$ cat src/design/wkv_pkg.sv
// Package for the WKV recurrence step core: fixed-point constants, state
// machine types, the saturation helper and the reciprocal table for the exp unit.
// No dependencies; used by every module of the core but wkv_ram.
package wkv_pkg;

  // Fixed-point format of every value.
  localparam int FRAC_BITS = 16;
  localparam int DATA_W    = 32;
  // Exponent arguments, the differences of the terms and their maxima, are kept at this width.
  localparam int ARG_W     = 34;
  // e^x result: unsigned, FRAC_BITS fraction bits, 1.0 included.
  localparam int EXP_W     = FRAC_BITS + 1;
  // Products e*x and their sums.
  localparam int SUM_W     = 51;
  // Divider widths: dividend magnitude and divisor.
  localparam int DIV_NW    = 50;
  localparam int DIV_DW    = 34;

  // Exp unit constants (Q2.30).
  localparam logic [30:0] LOG2E_Q30 = 31'd1549082005;
  localparam logic [29:0] LN2_Q30   = 30'd744261118;
  localparam logic [30:0] ONE_Q30   = 31'h4000_0000;
  localparam logic [22:0] EXP_A_MAX = 23'(64 << FRAC_BITS);
  localparam int          FRAC_GAP  = 30 - FRAC_BITS;

  // Item actions.
  localparam logic ACT_STEP  = 1'b0;
  localparam logic ACT_CLEAR = 1'b1;

  // Channel state word: {running exponent, denominator, numerator}.
  localparam int          WORD_W     = 3 * DATA_W;
  localparam logic [95:0] RESET_WORD = {32'h8000_0000, 32'h0, 32'h0};

  typedef struct packed {
    logic               flag;
    logic signed [31:0] val;
  } sat_t;

  typedef enum logic [3:0] {
    E_IDLE, E_LOG, E_SPLIT, E_ZLATCH, E_MZP, E_MREC, E_FIX, E_OUT
  } exp_state_t;

  typedef enum logic [4:0] {
    S_CLEAR, S_IDLE, S_QUOT, S_ADDR, S_READ, S_ARG, S_ARG2, S_EXPGO, S_EXPW,
    S_MACINIT, S_MUL, S_ACC, S_DIVGO, S_DIVW, S_OUT, S_CLRW
  } core_state_t;

  // Saturate a signed value to 32 bits and report whether it was clipped.
  function automatic sat_t sat32(input logic signed [63:0] v);
    sat_t r;
    begin
      if (v > 64'sh0000_0000_7FFF_FFFF) begin
        r.flag = 1'b1;
        r.val  = 32'sh7FFF_FFFF;
      end else if (v < -64'sh0000_0000_8000_0000) begin
        r.flag = 1'b1;
        r.val  = -32'sh8000_0000;
      end else begin
        r.flag = 1'b0;
        r.val  = v[31:0];
      end
      return r;
    end
  endfunction

  // floor(2^32 / j) for j = 1..8, clipped to 32 bits.
  function automatic logic [31:0] recip(input logic [3:0] j);
    logic [31:0] r;
    begin
      case (j)
        4'd1:    r = 32'hFFFF_FFFF;
        4'd2:    r = 32'h8000_0000;
        4'd3:    r = 32'h5555_5555;
        4'd4:    r = 32'h4000_0000;
        4'd5:    r = 32'h3333_3333;
        4'd6:    r = 32'h2AAA_AAAA;
        4'd7:    r = 32'h2492_4924;
        4'd8:    r = 32'h2000_0000;
        default: r = 32'hFFFF_FFFF;
      endcase
      return r;
    end
  endfunction

endpackage

$ cat src/design/wkv_div.sv
// Serial restoring divider: one quotient bit per cycle, unsigned operands.
// Depends on wkv_pkg for the operand widths.
module wkv_div (
  input  logic                          clk,
  input  logic                          rst,
  input  logic                          start,
  input  logic [wkv_pkg::DIV_NW-1:0]    dividend,
  input  logic [wkv_pkg::DIV_DW-1:0]    divisor,
  output logic                          done,
  output logic [wkv_pkg::DIV_NW-1:0]    quotient
);

  localparam int NW = wkv_pkg::DIV_NW;
  localparam int DW = wkv_pkg::DIV_DW;
  localparam int CW = $clog2(NW + 1);

  logic          running;
  logic [CW-1:0] cnt;
  logic [DW:0]   rem;
  logic [DW-1:0] dsr;
  logic [DW:0]   shifted;
  logic [DW:0]   diff;
  logic          fits;

  // Trial subtraction of the divisor from the shifted remainder.
  assign shifted  = {rem[DW-1:0], quotient[NW-1]};
  assign diff     = shifted - {1'b0, dsr};
  assign fits     = (shifted >= {1'b0, dsr});

  always_ff @(posedge clk) begin
    if (rst) begin
      running <= 1'b0;
      done    <= 1'b0;
      cnt     <= '0;
    end else begin
      done <= 1'b0;
      if (start) begin
        running <= 1'b1;
        cnt     <= CW'(NW);
      end else if (running) begin
        cnt <= cnt - 1'b1;
        if (cnt == CW'(1)) begin
          running <= 1'b0;
          done    <= 1'b1;
        end
      end
    end
  end

  // Dividend bits shift out at the top while quotient bits shift in below.
  always_ff @(posedge clk) begin
    if (start) begin
      rem      <= '0;
      dsr      <= divisor;
      quotient <= dividend;
    end else if (running) begin
      rem      <= fits ? diff : shifted;
      quotient <= {quotient[NW-2:0], fits};
    end
  end

endmodule

$ cat config.mk
export PLATFORM = sky130hd
export DESIGN_NAME = wkv_div
export DESIGN_NICKNAME = d
export VERILOG_FILES = /design/src/design/wkv_pkg.sv /design/src/design/wkv_div.sv
export SDC_FILE = /design/constraint.sdc
export NUM_CORES = 1
export LEC_CHECK = 0
export BUFFER_PORTS_ARGS = -buffer_cell sky130_fd_sc_hd__buf_2
export CAP_MARGIN = 0
export CORE_ASPECT_RATIO = 1.4
export CORE_UTILIZATION = 60
export CTS_CLUSTER_SIZE = 25
export DETAILED_ROUTE_END_ITERATION = 16
export MAX_ROUTING_LAYER = met4
export PLACE_DENSITY = 0.9
export SLEW_MARGIN = 0
export SYNTH_ARGS = -nofsm -noshare
export SYNTH_HDL_FRONTEND = slang
export SYNTH_SLANG_ARGS = --single-unit
$ cat constraint.sdc
create_clock -name clk -period 5.2 [get_ports clk]
set_clock_uncertainty 0.1 [all_clocks]
set_input_delay 0.26 -clock clk [delete_from_list [all_inputs] [get_ports clk]]
set_output_delay 0.26 -clock clk [all_outputs]
set_load 0.03 [all_outputs]
==> flow_metrics.tcl <==
set metrics [dict create \
    synth.largest_area_cell "sky130_fd_sc_hd__edfxtp_1" \
    design_power_total_mw 3.23 \
    post_synth_main_area_contributors "sky130_fd_sc_hd__edfxtp_1 (36%), sky130_fd_sc_hd__dfxtp_1 (12%), sky130_fd_sc_hd__mux2_2 (8.0%)" \
    synth.yosys.seq_area_share 0.475 \
    grt_first_pass_wirelength_um 29700 \
    vias 6064 \
    post_cts_buffers 0 \
    post_cts_hold_fix_bufs 34 \
    path_max_fanout 17 \
    synth_compound_area_frac 0.144 \
    cts-root-buf "sky130_fd_sc_hd__clkbuf_16" \
    synth_edf_count 84 \
    floorplan.initialDensity 0.621 \
    finalSetupTns_ns 0 \
    simple_gate_portion_of_the_synthesized_area 0.110 \
    pin_count 138 \
    count_leader_synth "sky130_fd_sc_hd__edfxtp_1" \
    ant_nets 0 \
    clock_sinks 126 \
    final-hold-violation-count 0 \
    synthMuxAreaShare 0.113 \
    run_status "finished clean" \
    clkTransAtPathRegs_ns 0.06 \
    groute.usage.overall 0.332 \
    dpl.hpwl_um 12000 \
    regToRegSetupSlack_ns 1.75 \
    final_net_count 954 \
    synthArstFlopShare 0 \
    cts-root-to-sink-buffers 2 \
    synth_xor_area_frac 0.0408 \
    postCtsResizedCells 0 \
    fp.dieH_um 131 \
    critical_path.top_delay_family "compound AO/OA/AOI/OAI gates" \
    cp-start-kind "flip-flop" \
    unrepaired_setup_endpoints_after_global_routing "false" \
    yosys.area.top_type_share 0.356 \
    timing_worst_slew_pin_value_ns 1.01 \
    fp-row-count 46 \
    synth_cell_types 60 \
    dp_worst_setup_slack_ns 1.88 \
    floorplan.die_area_sq_mm 0.0122 \
    synth.top_cells.by_count "sky130_fd_sc_hd__edfxtp_1 (84), sky130_fd_sc_hd__nor2_1 (65), sky130_fd_sc_hd__mux2_2 (50), sky130_fd_sc_hd__inv_1 (49), sky130_fd_sc_hd__a21oi_1 (48)" \
    cts_inserted_buffers 17 \
    worst-endpoint-required_ns 5.41 \
    primary_ff_master_synth "sky130_fd_sc_hd__edfxtp_1" \
    place.gp.congestion 0.936 \
    timing.final.crit_share 0.664 \
    synth_top_family_by_area "compound AO/OA/AOI/OAI gates" \
    avgSynthCellArea_sq_um 10.6 \
    drt_drc_violations_left 0 \
    insertedDiodeCount 0 \
    htreeDepth 4 \
    port-buffer-count 137 \
    ys_ff_latch 126 \
    clkLatencyLatePin_ns 0.43 \
    final-max-slew-violation-count 0 \
    fmaxAchievable_mhz 290 \
    total_power_divided_by_cell_area_mw_per_mm2 370 \
    grt_antenna_before_repair 0 \
    die_w_um 93.8 \
    final.setup.worst_slack_ns 1.75 \
    detail_route.first_pass.iterations 5 \
    floorplan.core_area_sq_mm 0.0114 \
    vias_per_cell 6.14 \
    route.final.wire_length_um 18900 \
    post_route_cells_drive_above_1_share 0.272 \
    globalRouteOverflowTotal 0 \
    p_leak_nw 3.65 \
    synth.cell_area_sq_mm 0.00708 \
    hold_path.class "in2reg" \
    timing.critical_path.cells "inv_1, ha_1, nor2b_1, o2111ai_1, a211o_1, nand2_2, o31a_4, a21o_1, buf_4, mux2i_1, a211oi_1" \
    1st_iter_drt_viols 497 \
    syn_inst 671 \
    synthesis.nets 795 \
    worst_setup_path_end_kind "flip-flop" \
    synthToLayoutAreaGrowth_pct 23.4 \
    synth-warning-count 0 \
    post_synth_fa_ha_maj_area_fraction 0.0665 \
    detail_route.wl_per_cell_um 19.2 \
    vdd_ir_drop_max_mv 0.252 \
    final.min_clock_period_ns 3.45 \
    setup_viol_count_final 0 \
    pin_count_of_the_biggest_net_entering_global_routing 81 \
    tritoncts "done" \
    timing.critical_path.arrival_ns 3.67 \
    critical_path.max_stage_delay_ns 0.39 \
    critPathKind "reg2reg" \
    first_global_vias 6174 \
    timing.slew.headroom 0.325 \
    drv_cap 0 \
    critPathBufInv 2 \
    cp_slowest_cell "sky130_fd_sc_hd__o2111ai_1" \
]
==> worst paths after layout <==
check / from / endpoint / depth (start not counted)
worst min register to register: rem[12] / rem[13] / 2
worst min-delay path: rst / cnt[0] / 2
worst max register to register: dsr[1] / rem[3] / 11
worst max-delay path: dsr[1] / rem[3] / 11
==> logic make-up (layout without fill, tap and decap cells) <==
| logic type | Yosys count | count (layout) |
|---|---|---|
| buffers and inverters | 83 | 255 |
| and+or+nand+nor | 163 | 163 |
| muxes | 74 | 74 |
| adders and majority gates | 37 | 37 |
| xor gates and xnor gates | 33 | 33 |
| AOI/OAI and AO/OA | 155 | 155 |
| DFF | 126 | 126 |
==> power by group <==
part / switching, mW / total (mW) / internal, mW
clock: 0.493 / 1.21 / 0.716
combinational: 0.478 / 0.788 / 0.311
sequential: 0.0591 / 1.24 / 1.18
total: 1.03 / 3.23 / 2.20
==> registers in the layout (all words and copies together), names as in the netlist <==
name	cells
quotient	50
dsr	34
rem	34
cnt	6
done	1
running	1
==> stage by stage <==
stage | hold slack [ns] | instance area [sq um] | cells | util
6_report | 0.0108 | 8730 | 987 | 0.766
4_1_cts | 0.00257 | 8730 | 987 | 0.766
5_1_grt | 0.0106 | 8730 | 987 | 0.766
2_1_floorplan | 0.259 | 7080 | 671 | -
3_3_place_gp | 0.336 | 7800 | 921 | 0.685
3_5_place_dp | 0.338 | 7800 | 921 | 0.685
==> metal layers <==
layer / up-vias / track usage / routed length [um]
li1: 2775 / - / -
met1: 2863 / 0.347 / 6840
met2: 345 / 0.572 / 9830
met3: 81 / 0.0729 / 1420
met4: 0 / 0.195 / 846
met5: - / - / 0
==> worst reg2reg max path, stage by stage, from the launching register on <==
cell,delay [ns]
sky130_fd_sc_hd__edfxtp_1,0.37
sky130_fd_sc_hd__inv_1,0.10
sky130_fd_sc_hd__ha_1,0.26
sky130_fd_sc_hd__nor2b_1,0.17
sky130_fd_sc_hd__o2111ai_1,0.39
sky130_fd_sc_hd__a211o_1,0.27
sky130_fd_sc_hd__nand2_2,0.12
sky130_fd_sc_hd__o31a_4,0.38
sky130_fd_sc_hd__a21o_1,0.37
sky130_fd_sc_hd__buf_4,0.34
sky130_fd_sc_hd__mux2i_1,0.18
sky130_fd_sc_hd__a211oi_1,0.31
==> cell usage in the layout (no fill, tap or decap), types with 4 or more instances in the layout <==
master,count
sky130_fd_sc_hd__nor3_1,11
sky130_fd_sc_hd__dlygate4sd3_1,34
sky130_fd_sc_hd__clkinvlp_4,4
sky130_fd_sc_hd__buf_2,136
sky130_fd_sc_hd__o211ai_1,7
sky130_fd_sc_hd__and3_1,5
sky130_fd_sc_hd__o21ai_0,15
sky130_fd_sc_hd__a21o_1,8
sky130_fd_sc_hd__nand3_1,14
sky130_fd_sc_hd__o21a_1,4
sky130_fd_sc_hd__clkbuf_16,17
sky130_fd_sc_hd__edfxtp_1,84
sky130_fd_sc_hd__nand4_1,6
sky130_fd_sc_hd__mux2i_1,24
sky130_fd_sc_hd__nor2b_1,5
sky130_fd_sc_hd__xnor2_1,24
sky130_fd_sc_hd__o221ai_1,4
sky130_fd_sc_hd__dfxtp_1,41
sky130_fd_sc_hd__a21oi_1,48
sky130_fd_sc_hd__a31oi_1,5
sky130_fd_sc_hd__ha_1,36
sky130_fd_sc_hd__nand2_1,28
sky130_fd_sc_hd__o31ai_1,4
sky130_fd_sc_hd__mux2_2,50
sky130_fd_sc_hd__o21ai_1,8
sky130_fd_sc_hd__xor2_1,9
sky130_fd_sc_hd__nor2_1,65
sky130_fd_sc_hd__buf_4,4
sky130_fd_sc_hd__nand2b_1,14
sky130_fd_sc_hd__a211oi_1,24
sky130_fd_sc_hd__inv_1,48
==> area by class of cell <==
class,count,area (sq um)
Clock inverter,14,160
Tap cell,144,180
Multi-Input combinational cell,462,3360
Fill cell,750,2660
Sequential cell,126,3360
Timing Repair Buffer,174,1050
Inverter,49,184
Clock buffer,18,429
Power figures use the tool's default switching activity.
