<file path="src/design/wkv_pkg.sv">
// Package for the WKV recurrence step core: fixed-point constants, state
// machine types, the saturation helper and the reciprocal table for the exp unit.
// No dependencies; used by every module of the core but wkv_ram.
package wkv_pkg;

  // Fixed-point format of every value.
  localparam int FRAC_BITS = 16;
  localparam int DATA_W    = 32;
  // Exponent arguments, the differences of the terms and their maxima, are kept at this width.
  localparam int ARG_W     = 34;
  // e^x result: unsigned, FRAC_BITS fraction bits, 1.0 included.
  localparam int EXP_W     = FRAC_BITS + 1;
  // Products e*x and their sums.
  localparam int SUM_W     = 51;
  // Divider widths: dividend magnitude and divisor.
  localparam int DIV_NW    = 50;
  localparam int DIV_DW    = 34;

  // Exp unit constants (Q2.30).
  localparam logic [30:0] LOG2E_Q30 = 31'd1549082005;
  localparam logic [29:0] LN2_Q30   = 30'd744261118;
  localparam logic [30:0] ONE_Q30   = 31'h4000_0000;
  localparam logic [22:0] EXP_A_MAX = 23'(64 << FRAC_BITS);
  localparam int          FRAC_GAP  = 30 - FRAC_BITS;

  // Item actions.
  localparam logic ACT_STEP  = 1'b0;
  localparam logic ACT_CLEAR = 1'b1;

  // Channel state word: {running exponent, denominator, numerator}.
  localparam int          WORD_W     = 3 * DATA_W;
  localparam logic [95:0] RESET_WORD = {32'h8000_0000, 32'h0, 32'h0};

  typedef struct packed {
    logic               flag;
    logic signed [31:0] val;
  } sat_t;

  typedef enum logic [3:0] {
    E_IDLE, E_LOG, E_SPLIT, E_ZLATCH, E_MZP, E_MREC, E_FIX, E_OUT
  } exp_state_t;

  typedef enum logic [4:0] {
    S_CLEAR, S_IDLE, S_QUOT, S_ADDR, S_READ, S_ARG, S_ARG2, S_EXPGO, S_EXPW,
    S_MACINIT, S_MUL, S_ACC, S_DIVGO, S_DIVW, S_OUT, S_CLRW
  } core_state_t;

  // Saturate a signed value to 32 bits and report whether it was clipped.
  function automatic sat_t sat32(input logic signed [63:0] v);
    sat_t r;
    begin
      if (v > 64'sh0000_0000_7FFF_FFFF) begin
        r.flag = 1'b1;
        r.val  = 32'sh7FFF_FFFF;
      end else if (v < -64'sh0000_0000_8000_0000) begin
        r.flag = 1'b1;
        r.val  = -32'sh8000_0000;
      end else begin
        r.flag = 1'b0;
        r.val  = v[31:0];
      end
      return r;
    end
  endfunction

  // floor(2^32 / j) for j = 1..8, clipped to 32 bits.
  function automatic logic [31:0] recip(input logic [3:0] j);
    logic [31:0] r;
    begin
      case (j)
        4'd1:    r = 32'hFFFF_FFFF;
        4'd2:    r = 32'h8000_0000;
        4'd3:    r = 32'h5555_5555;
        4'd4:    r = 32'h4000_0000;
        4'd5:    r = 32'h3333_3333;
        4'd6:    r = 32'h2AAA_AAAA;
        4'd7:    r = 32'h2492_4924;
        4'd8:    r = 32'h2000_0000;
        default: r = 32'hFFFF_FFFF;
      endcase
      return r;
    end
  endfunction

endpackage

</file>
<file path="src/design/wkv_exp.sv">
// Iterative exponential unit: e^x for x <= 0 with one shared multiplier,
// a range split into 2^-ip * e^(-frac) and an eight-term series for e^(-frac).
// Depends on wkv_pkg.
module wkv_exp (
  input  logic                               clk,
  input  logic                               rst,
  input  logic                               start,
  input  logic signed [wkv_pkg::ARG_W-1:0]   arg,
  output logic                               done,
  output logic [wkv_pkg::EXP_W-1:0]          result
);

  localparam int ARG_W_L = wkv_pkg::ARG_W;

  wkv_pkg::exp_state_t state, state_next;

  logic [22:0] a;
  logic [63:0] prod;
  logic [7:0]  ip;
  logic [29:0] z;
  logic [30:0] p;
  logic [29:0] t;
  logic [3:0]  j;

  logic [31:0] mul_a;
  logic [31:0] mul_b;
  logic [63:0] mul_p;
  logic [ARG_W_L-1:0] neg;
  logic [22:0] a_c;
  logic [23:0] y;
  logic [7:0]  ip_c;
  logic [29:0] r_c;
  logic [29:0] t_c;
  logic [31:0] q0;
  logic [35:0] qj;
  logic [31:0] rem;
  logic [31:0] q;
  logic [4:0]  s;
  logic [31:0] rnd;

  // Clamp -x to the largest argument that still matters.
  assign neg = arg[ARG_W_L-1] ? ARG_W_L'(-arg) : '0;
  assign a_c = (neg > ARG_W_L'(wkv_pkg::EXP_A_MAX)) ? wkv_pkg::EXP_A_MAX : neg[22:0];

  // Split of y = a*log2(e) into integer and fraction parts.
  assign y    = prod[53:30];
  assign ip_c = y[23:16];
  assign r_c  = 30'({y[wkv_pkg::FRAC_BITS-1:0], {wkv_pkg::FRAC_GAP{1'b0}}});

  // Series step: t / j through a reciprocal product and one correction.
  assign t_c  = prod[59:30];
  assign q0   = prod[63:32];
  assign qj   = 36'(q0) * 36'(j);
  assign rem  = 32'(t) - qj[31:0];
  assign q    = (rem >= 32'(j)) ? q0 + 32'd1 : q0;

  // Final rounding shift by FRAC_GAP + ip.
  assign s    = 5'(wkv_pkg::FRAC_GAP) + ip[4:0];
  assign rnd  = (32'(p) + (32'd1 << (s - 5'd1))) >> s;

  // Operand selection for the shared multiplier.
  always_comb begin
    case (state)
      wkv_pkg::E_LOG:   begin mul_a = 32'(a);  mul_b = 32'(wkv_pkg::LOG2E_Q30); end
      wkv_pkg::E_SPLIT: begin mul_a = 32'(r_c); mul_b = 32'(wkv_pkg::LN2_Q30); end
      wkv_pkg::E_MZP:   begin mul_a = 32'(z);  mul_b = 32'(p); end
      wkv_pkg::E_MREC:  begin mul_a = 32'(t_c); mul_b = wkv_pkg::recip(j); end
      default:          begin mul_a = '0;      mul_b = '0; end
    endcase
    mul_p = 64'(mul_a) * 64'(mul_b);
  end

  // Next state.
  always_comb begin
    state_next = state;
    case (state)
      wkv_pkg::E_IDLE:   if (start) state_next = wkv_pkg::E_LOG;
      wkv_pkg::E_LOG:    state_next = wkv_pkg::E_SPLIT;
      wkv_pkg::E_SPLIT: begin
        if (ip_c > 8'(wkv_pkg::FRAC_BITS)) state_next = wkv_pkg::E_IDLE;
        else state_next = wkv_pkg::E_ZLATCH;
      end
      wkv_pkg::E_ZLATCH: state_next = wkv_pkg::E_MZP;
      wkv_pkg::E_MZP:    state_next = wkv_pkg::E_MREC;
      wkv_pkg::E_MREC:   state_next = wkv_pkg::E_FIX;
      wkv_pkg::E_FIX: begin
        if (j == 4'd1) state_next = wkv_pkg::E_OUT;
        else state_next = wkv_pkg::E_MZP;
      end
      wkv_pkg::E_OUT:    state_next = wkv_pkg::E_IDLE;
      default:           state_next = wkv_pkg::E_IDLE;
    endcase
  end

  always_ff @(posedge clk) begin
    if (rst) begin
      state <= wkv_pkg::E_IDLE;
      done  <= 1'b0;
    end else begin
      state <= state_next;
      done  <= ((state == wkv_pkg::E_SPLIT) && (ip_c > 8'(wkv_pkg::FRAC_BITS)))
               || (state == wkv_pkg::E_OUT);
    end
  end

  // Datapath registers.
  always_ff @(posedge clk) begin
    case (state)
      wkv_pkg::E_IDLE: begin
        a <= a_c;
      end
      wkv_pkg::E_LOG: begin
        prod <= mul_p;
      end
      wkv_pkg::E_SPLIT: begin
        ip     <= ip_c;
        prod   <= mul_p;
        result <= '0;
      end
      wkv_pkg::E_ZLATCH: begin
        z <= prod[59:30];
        p <= wkv_pkg::ONE_Q30;
        j <= 4'd8;
      end
      wkv_pkg::E_MZP: begin
        prod <= mul_p;
      end
      wkv_pkg::E_MREC: begin
        t    <= t_c;
        prod <= mul_p;
      end
      wkv_pkg::E_FIX: begin
        p <= wkv_pkg::ONE_Q30 - q[30:0];
        j <= j - 4'd1;
      end
      wkv_pkg::E_OUT: begin
        result <= rnd[wkv_pkg::EXP_W-1:0];
      end
      default: begin
        a <= a;
      end
    endcase
  end

endmodule

</file>
<file path="config.mk">
export PLATFORM = sky130hd
export DESIGN_NAME = wkv_exp
export DESIGN_NICKNAME = d
export VERILOG_FILES = /design/src/design/wkv_pkg.sv /design/src/design/wkv_exp.sv
export SDC_FILE = /design/constraint.sdc
export NUM_CORES = 2
export LEC_CHECK = 0
export BUFFER_PORTS_ARGS = -buffer_cell sky130_fd_sc_hd__buf_2
export CAP_MARGIN = 20
export CELL_PAD_IN_SITES_DETAIL_PLACEMENT = 1
export CELL_PAD_IN_SITES_GLOBAL_PLACEMENT = 1
export CORE_ASPECT_RATIO = 1.25
export CORE_UTILIZATION = 50
export CTS_BUF_LIST = sky130_fd_sc_hd__clkbuf_4
export DETAILED_ROUTE_END_ITERATION = 12
export PLACE_DENSITY_LB_ADDON = 0.1
export SYNTH_ARGS = -nofsm -noshare
export SYNTH_HDL_FRONTEND = slang
export SYNTH_SLANG_ARGS = --single-unit
</file>
<file path="constraint.sdc">
create_clock -name clk -period 20.8 [get_ports clk]
set_input_delay 1.04 -clock clk [delete_from_list [all_inputs] [get_ports clk]]
set_output_delay 1.04 -clock clk [all_outputs]
set_load 0.1 [all_outputs]
</file>
==> reports/metrics.csv <==
stage;metric;value;unit
run_status;outcome;complete, no violations;
clock_tree;Clock Pin Slew Worst Setup and Hold Paths;0.22;ns
critical_path;critical path depth;31;
pwr;P_leak;23.8;nW
clock_tree;clk_lat worst skew;0.70;ns
timing;final setup vio count;0;
finish;Final #Nets;6614;
critical_path;Reg2Reg Capture Point;prod[63];
placement;PortBufs;54;
timing;Final Hold Viols;0;
critical_path;critical path's largest stage delay;0.75;ns
die;die area;96400;sq um
critical_path;Critical Path Source;state[0];
die;Die Height;347;um
timing;Final Cycle Share;55.5;%
routing;DRC;0;
die;Initial Util;50.5;%
synth;Seq/Total Area, Yosys;11.6;%
critical_path;CP endpoint;prod[63];
timing;max_slew headroom;16.5;%
timing;worst slew pin tran;1.25;ns
routing;WL/cell;26.4;um
die;# IOs;55;
global_routing;grt ovf;0;
critical_path;Startpoint Class;flop;
global_routing;initial antenna violation count;10;
hold_path;worst hold path class;input pin to flop;
finish;leading cell type in the layout, fill and taps excluded;inv_1;
critical_path;critical setup path kind;flop to flop;
synth;Synthesized Nets;6674;
job;max cap viols;0;
die;Die W;278;um
finish;area of the multi-input gates;37500;sq um
clock_tree;hold buffers post-CTS;0;
routing;DRT Wirelength;173000;um
critical_path;worst path arrival time;11.99;ns
die;Core ar.;94300;sq um
critical_path;worst r2r src;state[0];
synth;asr flop ratio synth;0;%
critical_path;CP Capture Type;flop;
synth;Synth Flop Type;edfxtp_1;
clock_tree;Post-CTS Setup Inserts;0;
clock_tree;clock root buffer;clkbuf_4;
global_routing;vias in the first global route;43400;
synth;Synth top area share;38.8;%
critical_path;CP max FO;62;
global_routing;largest net degree at the start of global routing;77;
finish;sequential cell area;5530;sq um
finish;layout cells sized above 1;6.41;%
synth;Gate Count Post-Synth;5370;
die;row count;126;
critical_path;Reg2Reg Setup Slack;9.25;ns
critical_path;Top cell by count, worst path;fa_1;
clock_tree;cts bufs inserted;17;
timing;max-slew violations;0;
finish;most frequent cells in the layout;inv_1, fa_1, nor2_1;
timing;Final Skew;0.0458;ns
routing;initial DRC count;2786;
finish;P&R area growth vs syn;4.76;%
pwr;P per Cell Area;41.2;nW/um^2
synth;Syn. warnings;0;
pwr;peak supply drop;0.0000386;V
global_routing;Tot GR Track Use;36.9;%
critical_path;WP buf/inv;4;
timing;RSZ-0062 raised after global routing;no;
global_routing;global-route wire length before repair;264000;um
timing;fmax;0.0866;GHz
placement;hpwl dp;135000;um
routing;routed vias/inst;5.96;
placement;Routability Congestion;0.994;
synth;Avg Cell Area, Syn;8.86;sq um
routing;ANT nets after route;0;
critical_path;worst endpoint required time;21.24;ns
clock_tree;CTS tree;built;
critical_path;CP max-delay cell;o21a_1;
synth;area leader, netlist;fa_1;
synth;Yosys reg bits;189;
clock_tree;CTS resizes;0;
critical_path;Worst Reg2Reg Path Length in Cells;31;
timing;final hold slack;0.612;ns
routing;DR vias;39000;
timing;Sum Neg Setup Slack;0;ns
synth;Unique masters post-synth;102;
synth;dominant cells by area after synthesis;fa_1, edfxtp_1, ha_1;
routing;DRT Pass-1 Iters;10;
clock_tree;# H-tree levels;4;
clock_tree;CTS Sinks;189;
synth;number of synthesized flops with an enable pin;174;
synth;Cell Area, Synth;47600;sq um
timing;Final Critical Period;11.55;ns
critical_path;Crit path max-delay family;adder cells;
clock_tree;clock buffer depth;2;
finish;FILL cells;11100;
==> kinds of logic after synthesis <==
logic type / synth area share, %
xor+xnor: 2.76
fa+ha+maj: 47.9
simple gates: 16.7
flops: 11.6
mux: 2.49
buf+inv: 9.89
compound gates: 8.69
==> worst register-to-register path: cells and delay by family (launching register included) <==
kind	cells	cell delay, ns
buffers and inverters	4	1.20
DFF	1	0.38
and+or+nand+nor	5	1.31
adders and majority gates	9	4.29
AOI/OAI and AO/OA	12	4.04
xor gates and xnor gates	1	0.08
==> area by class of cell <==
| cell class | instances | share of cell area, % |
|---|---|---|
| multi-input combinational | 3931 | 75.2 |
| sequential | 189 | 11.1 |
| inverter | 978 | 7.37 |
| tap | 1216 | 3.05 |
| timing repair buffer | 193 | 2.63 |
| clock inverter | 15 | 0.409 |
| clock buffer | 17 | 0.256 |
| antenna | 9 | 0.0452 |
==> metrics by stage <==
stage,util (%),std cells,setup slack [ns],power [mW],cell area [sq um]
after floorplan,-,5370,10.84,1.36,47600
after global placement,52.5,6506,9.57,1.77,49500
after detailed placement,52.5,6506,9.35,1.79,49500
after CTS,52.8,6538,9.28,2.04,49800
after global routing,52.9,6545,8.74,2.18,49800
final,52.9,6548,9.25,2.05,49800
==> where the power goes <==
group	internal, mW	leakage [nW]	total (mW)	switching, mW
clock	0.0616	0.174	0.243	0.181
sequential	0.441	1.75	0.477	0.0354
combinational	0.463	21.8	1.33	0.871
total	0.966	23.8	2.05	1.09
==> cells in the mapped netlist (23+ instances only) <==
cell      count
a21o_1       67
a21oi_1     154
and2_1      127
and3_1       34
clkbuf_1    243
edfxtp_1    174
fa_1        923
ha_1        344
inv_1       972
mux2_2       24
mux2i_1      60
nand2_1     548
nand2b_1     28
nand3_1      51
nand4_1      25
nor2_1      799
nor2b_1      31
nor3_1       47
o21a_1       50
o21ai_0      98
o22ai_1      23
or3_1        23
xnor2_1      98
xor2_1       52
==> per-layer routing <==
metal	part of all wire (%)	GRT usage, %	vias to the layer above	wire length [um]
met2	50	63.7	1467	85700
met3	7.1	6.61	472	12300
li1	-	-	16700	-
met5	0	0	-	0
met1	37	43.7	20400	64700
met4	6.0	19.4	0	10400
==> registers in the layout, indices dropped and copies added, names as in the netlist, named ones only <==
signal and cells:
prod 34, p 31, t 30, z 30
a 23, result 17, ip 5, j 4
state 3, done 1
==> worst min-delay path by stage <==
stage	slack, ns	end	depth (start not counted)	startpoint
after global placement	0.65	t[1]	0	prod[31]
final	0.61	state[2]	2	rst
after CTS	0.57	state[2]	2	rst
after detailed placement	0.66	t[1]	0	prod[31]
after global routing	0.58	state[2]	2	rst
after floorplan	0.44	t[15]	0	prod[45]
(Power assumes the default switching activity.)
